`config.mk`:
```
export PLATFORM = sky130hd
export DESIGN_NAME = rmst_merge
export DESIGN_NICKNAME = d
export VERILOG_FILES = /design/src/sv/rmst_pkg.sv /design/src/sv/rmst_merge.sv
export SDC_FILE = /design/constraint.sdc
export NUM_CORES = 1
export LEC_CHECK = 0
export ABC_AREA = 1
export BUFFER_PORTS_ARGS = -buffer_cell sky130_fd_sc_hd__buf_2
export CAP_MARGIN = 0
export CORE_UTILIZATION = 45
export DETAILED_ROUTE_END_ITERATION = 12
export PLACE_DENSITY = 0.72
export SKIP_LAST_GASP = 1
export SLEW_MARGIN = 20
export SYNTH_ARGS = -nofsm -noshare
export SYNTH_HDL_FRONTEND = slang
export SYNTH_SLANG_ARGS = --single-unit
export TNS_END_PERCENT = 30
```
`constraint.sdc`:
```
create_clock -name vclk -period 5.6
set_input_delay 0.56 -clock vclk [all_inputs]
set_output_delay 0.56 -clock vclk [all_outputs]
set_load 0.03 [all_outputs]
```
`src/sv/rmst_pkg.sv`:
```
// shared types, codes and defaults for the range-query sparse table
package rmst_pkg;

	localparam int MAX_ELEMENTS_DEF = 1024;
	localparam int LEVELS_DEF       = 11;
	localparam int DATA_W           = 64;
	localparam int IDX_W            = 11;

	typedef logic signed [DATA_W-1:0] data_t;
	typedef logic [IDX_W-1:0]         idx_t;
	typedef logic [1:0]               opcode_t;
	typedef logic [1:0]               status_t;
	typedef logic [1:0]               mode_t;

	localparam opcode_t OP_CLEAR  = 2'd0;
	localparam opcode_t OP_APPEND = 2'd1;
	localparam opcode_t OP_QUERY  = 2'd2;

	localparam status_t ST_OK   = 2'd0;
	localparam status_t ST_BAD  = 2'd1;
	localparam status_t ST_FULL = 2'd2;

	localparam mode_t MODE_MIN = 2'd0;
	localparam mode_t MODE_MAX = 2'd1;
	localparam mode_t MODE_AND = 2'd2;
	localparam mode_t MODE_OR  = 2'd3;

endpackage

```
`src/sv/rmst_merge.sv`:
```
// shared merge unit: signed min, signed max, bitwise and, bitwise or
module rmst_merge (
	input  rmst_pkg::mode_t mode,
	input  rmst_pkg::data_t x,
	input  rmst_pkg::data_t y,
	output rmst_pkg::data_t result
);

	always_comb begin
		unique case (mode)
			rmst_pkg::MODE_MIN: result = (x <= y) ? x : y;
			rmst_pkg::MODE_MAX: result = (x >= y) ? x : y;
			rmst_pkg::MODE_AND: result = x & y;
			rmst_pkg::MODE_OR:  result = x | y;
		endcase
	end

endmodule

```
# Word level (Yosys, flattened, before mapping)
# Cells that the tools add are included.
# classes
order_cmp,2
eq_ne,3
muxes,3
n_bitwise,2
n_reduce_logical,1
# ops
operator,count
64-bit one-hot mux with 4 select lines,1
64-bit 2-to-1 mux,2
64-bit AND,1
64-bit greater-or-equal comparator,1
64-bit <= comparator,1
64-bit OR,1
2-bit == test (second input constant),2
2-bit by 1-bit == test with 1-bit output (second input constant),1
2-bit zero test,1
# word_totals
register_bits,0
input_bits,130
output_inout_bits,64
word_cells,11

# Longest topological paths before layout
# depth
ltp_word,3
depth_mapped,21
mapped_depth_nobuf,20

# Least setup slack after synthesis
# OpenSTA, ideal clock, no wires.
# synth_path
path_kind,in2out
from,in y[63]
to,out result[28]
arrival_time_ns,2.579
required_time_ns,5.040
setup_slack_ns,2.461
path_stages,14
n_path_buf,1
cell_sequence,inv_1 ha_1 or2_1 nor3_2 nand2_1 nor3_2 nand2_1 nand2_1 nand2_1 nand3_2 buf_1 nand2_1 nand3_1 nand3_1
# synth_via
elab_chain_len,3
elab_cells_between_ends,5
cone_classes,2 x order compare; 3 x mux
# synth_lines
item,line,rtl
start: declaration,rmst_merge.sv:5,"input rmst_pkg::data_t y,"
64-bit greater-or-equal comparator / 64-bit <= comparator (equally long branches),"rmst_merge.sv:12, rmst_merge.sv:11",
"64-bit 2-to-1 mux, on equally long branches","rmst_merge.sv:12, rmst_merge.sv:11",
64-bit one-hot mux with 4 select lines (*),rmst_merge.sv:10,unique case (mode)
end: declaration,rmst_merge.sv:6,output rmst_pkg::data_t result
# Mark *: on every way between the ends. The rest lies on a longest branch, timed or not.

# Final worst setup path
# layout_path
from,in y[43]
to,out result[58]
# The elaborated chain is that of the path after synthesis.

==> flow_summary.html <==
<table>
<tr><th>Metric</th><th>Value</th></tr>
<tr><th colspan="2">Run status</th></tr>
<tr><td>Run status</td><td>complete, no violations</td></tr>
<tr><th colspan="2">Drt</th></tr>
<tr><td>Met2 Wirelength</td><td>10,600 µm</td></tr>
<tr><td>Initial DRC Count</td><td>591</td></tr>
<tr><td>Top routing layer in use</td><td>met4</td></tr>
<tr><td>1st-pass router iterations</td><td>5</td></tr>
<tr><td>Vias per std cell</td><td>5.41</td></tr>
<tr><td>Met3 routed wirelength</td><td>1460 µm</td></tr>
<tr><td>Length of routed wiring on met1</td><td>10,400 µm</td></tr>
<tr><td>Final routed wire length divided by cell count</td><td>14.4 µm</td></tr>
<tr><td>Detailed-route via count</td><td>8,445</td></tr>
<tr><td>WL final</td><td>22,500 µm</td></tr>
<tr><td>Count of nets left with antenna violations after detail routing</td><td>0</td></tr>
<tr><td>Remaining routing DRC violations</td><td>0</td></tr>
<tr><th colspan="2">STA</th></tr>
<tr><td>Count of final hold-check violations</td><td>0</td></tr>
<tr><td>RSZ-0062 raised after global routing</td><td>false</td></tr>
<tr><td>Setup TNS</td><td>0 ps</td></tr>
<tr><td>Actual transition at the worst max-transition pin</td><td>1090 ps</td></tr>
<tr><td>Achievable clock frequency</td><td>213 MHz</td></tr>
<tr><td>Post-route worst setup slack</td><td>896 ps</td></tr>
<tr><td>Endpoints failing setup</td><td>0</td></tr>
<tr><td>Worst slew margin relative to its limit</td><td>26.9%</td></tr>
<tr><td>Count of pins over their slew limit</td><td>0</td></tr>
<tr><td>Time the final worst path needs with I/O delays and setup</td><td>4700 ps</td></tr>
<tr><td>Crit share post-route</td><td>84.0%</td></tr>
<tr><th colspan="2">Hold path</th></tr>
<tr><td>Worst hold-check path type</td><td>input pin to primary output</td></tr>
<tr><td>Critical hold path startpoint</td><td>x[30]</td></tr>
<tr><th colspan="2">Die</th></tr>
<tr><td>Std cell rows</td><td>45</td></tr>
<tr><td>Die width</td><td>128 µm</td></tr>
<tr><td>Die Ht</td><td>128 µm</td></tr>
<tr><td>Core ar.</td><td>15,300 µm²</td></tr>
<tr><td>Starting Density</td><td>46.5%</td></tr>
<tr><td>I/O pin cnt</td><td>194</td></tr>
<tr><td>Area of the die</td><td>16,300 µm²</td></tr>
<tr><th colspan="2">Worst setup path</th></tr>
<tr><td>Critical Path End Type</td><td>primary output</td></tr>
<tr><td>Arrival time of the worst setup path</td><td>4140 ps</td></tr>
<tr><td>Highest net fanout along the worst path</td><td>65</td></tr>
<tr><td>Required time of the critical path</td><td>5040 ps</td></tr>
<tr><td>Worst setup startpoint</td><td>y[43]</td></tr>
<tr><td>Worst setup SP type</td><td>input pin</td></tr>
<tr><td>Crit Path Category</td><td>input pin to primary output</td></tr>
<tr><th colspan="2">Yosys</th></tr>
<tr><td>Combined area of all synthesized cells</td><td>7110 µm²</td></tr>
<tr><td>Multiplexer fraction of the synthesized cell area</td><td>0%</td></tr>
<tr><td>Synthesized net count</td><td>1,540</td></tr>
<tr><td>Mean area per synthesized cell</td><td>5.84 µm²</td></tr>
<tr><td>Share of synthesized cell area in full adder, half adder and majority cells</td><td>33.8%</td></tr>
<tr><td>Sequential area share after synthesis</td><td>0%</td></tr>
<tr><td>Number of distinct library cells after synthesis</td><td>21</td></tr>
<tr><td>Combinational family with the most area after synthesis</td><td>simple AND/OR/NAND/NOR gates</td></tr>
<tr><td>Share of the synthesized area in the top cell type</td><td>33.8%</td></tr>
<tr><td>Top cell type by total area after synthesis</td><td>ha_1</td></tr>
<tr><td>Cells taking the most area after synthesis</td><td>ha_1, nand3_1, inv_1, nand2_1, nand4_1</td></tr>
<tr><td>Synth Instances</td><td>1,218</td></tr>
<tr><td>Number of warning messages in the yosys log</td><td>0</td></tr>
<tr><td>Compound-gate portion of the synthesized area</td><td>7.60%</td></tr>
<tr><td>Xor/xnor share of the synthesized area</td><td>0%</td></tr>
<tr><td>Simple-gate share of the synthesized area</td><td>41.2%</td></tr>
<tr><th colspan="2">Power and ir drop</th></tr>
<tr><td>Post-route total power</td><td>0.000869 W</td></tr>
<tr><td>Static leakage</td><td>4.74 nW</td></tr>
<tr><td>Maximum vdd drop</td><td>0.0000814 V</td></tr>
<tr><td>Ratio of total power to cell area</td><td>106 nW/µm²</td></tr>
<tr><th colspan="2">Layout</th></tr>
<tr><td>Most used cells in the layout excluding fill and tap cells</td><td>nand3_1, inv_1, buf_2</td></tr>
<tr><td>Nets</td><td>1,671</td></tr>
<tr><td>Final instance area</td><td>8180 µm²</td></tr>
<tr><td>Share of final-layout standard cells stronger than drive strength 1</td><td>16.3%</td></tr>
<tr><td>Sequential Area</td><td>0 µm²</td></tr>
<tr><td>Number of filler cells placed in the layout</td><td>1,622</td></tr>
<tr><td>Total of clock buffers placed in the layout</td><td>0</td></tr>
<tr><td>Sequential cells</td><td>0</td></tr>
<tr><td>Final instance count without filler cells</td><td>1,560</td></tr>
<tr><td>Growth of design area from synthesis to finish</td><td>14.9%</td></tr>
<tr><td>Area of combinational cells with multiple inputs</td><td>5910 µm²</td></tr>
<tr><td>Most common cell after layout, fill and taps aside</td><td>nand3_1</td></tr>
<tr><th colspan="2">Placement</th></tr>
<tr><td>Count of buffers from port buffering</td><td>194</td></tr>
<tr><td>Pre-CTS worst setup slack</td><td>941 ps</td></tr>
<tr><td>Count of placed standard cells including taps</td><td>1,557</td></tr>
<tr><td>Placed inst area</td><td>8140 µm²</td></tr>
<tr><td>Weighted congestion reported at the end of routability-driven placement</td><td>0.843</td></tr>
<tr><td>HPWL after detailed placement</td><td>15,200 µm</td></tr>
<tr><th colspan="2">Clock tree</th></tr>
<tr><td>CTS Hold Bufs</td><td>0</td></tr>
<tr><td>Resized Gates After CTS</td><td>0</td></tr>
<tr><td>Setup repair bufs after CTS</td><td>0</td></tr>
<tr><th colspan="2">Global routing</th></tr>
<tr><td>Number of antenna violations at the first check in global routing</td><td>2</td></tr>
<tr><td>Via count of the first global-routing pass</td><td>7,756</td></tr>
<tr><td>All-Layer GR Usage</td><td>26.8%</td></tr>
<tr><td>Maximum number of pins on one net before global-route repair</td><td>81</td></tr>
<tr><td>Wire length of the first global-routing pass</td><td>36,900 µm</td></tr>
<tr><td>Overflow left after global routing</td><td>0</td></tr>
<tr><th colspan="2">Flow run</th></tr>
<tr><td>Number of violations of the max-capacitance limit</td><td>0</td></tr>
</table>
layout make-up:
| cell class | count | area share (%) |
|---|---|---|
| tap | 211 | 3.23 |
| antenna | 2 | 0.0612 |
| timing repair buffer | 208 | 13.9 |
| multi-input combinational | 908 | 72.2 |
| inverter | 231 | 10.6 |
stage by stage:
step,hold slack (ps),util [%]
finish,1660,53.4
global route,1690,53.4
CTS,1660,53.2
detailed placement,1660,53.2
global placement,1660,53.2
floorplan,1510,-
cell families after synthesis:
group	Yosys count
simple gates	613
fa+ha+maj	192
compound gates	103
buf+inv	310
synth_stat cells:
| cell | n |
|---|---|
| nor3b_1 | 4 |
| nand3_1 | 328 |
| nand4_1 | 66 |
| buf_6 | 5 |
| clkbuf_1 | 27 |
| buf_1 | 18 |
| nand2_2 | 1 |
| buf_2 | 27 |
| nor3_2 | 2 |
| or2_1 | 2 |
| nor2_1 | 28 |
| nand3b_1 | 2 |
| o21ai_0 | 69 |
| a21oi_1 | 24 |
| o21bai_1 | 10 |
| nand3_2 | 1 |
| ha_1 | 192 |
| buf_4 | 2 |
| nor3_1 | 3 |
| nand2_1 | 176 |
| inv_1 | 231 |
where the power goes:
group,switching [W],total (W),leakage [nW],internal [W]
Combinational,0.000598,0.000869,4.74,0.000271
Clock,0,0.0000000000478,0.0000127,0.0000000000478
Sequential,0,0,0,0
Total,0.000598,0.000869,4.74,0.000271
metal layers:
| metal | up-vias | GRT usage, % |
|---|---|---|
| met5 | - | 0 |
| met4 | 0 | 3.39 |
| met3 | 16 | 1.09 |
| met2 | 344 | 48.1 |
| met1 | 3824 | 36.4 |
| li1 | 4261 | - |
final timing paths:
check / end / slack (ps) / cells past startpoint
min: result[30] / 1660 / 6
max: result[58] / 900 / 19
worst max-delay path: stages:
cell     delay, ps
buf_2           90
inv_1           70
ha_1           320
nor2_1         140
nand2_1         60
nor3_1         320
nand4_1        220
nor3_2         230
nand2_1        150
nand2_1        100
nand2_2        400
nand2_2        230
buf_12         330
nand2_2        110
buf_12         250
nand2_1         90
nand3_1         60
nand3_1        130
buf_2          220
Power figures use the tool's default switching activity.
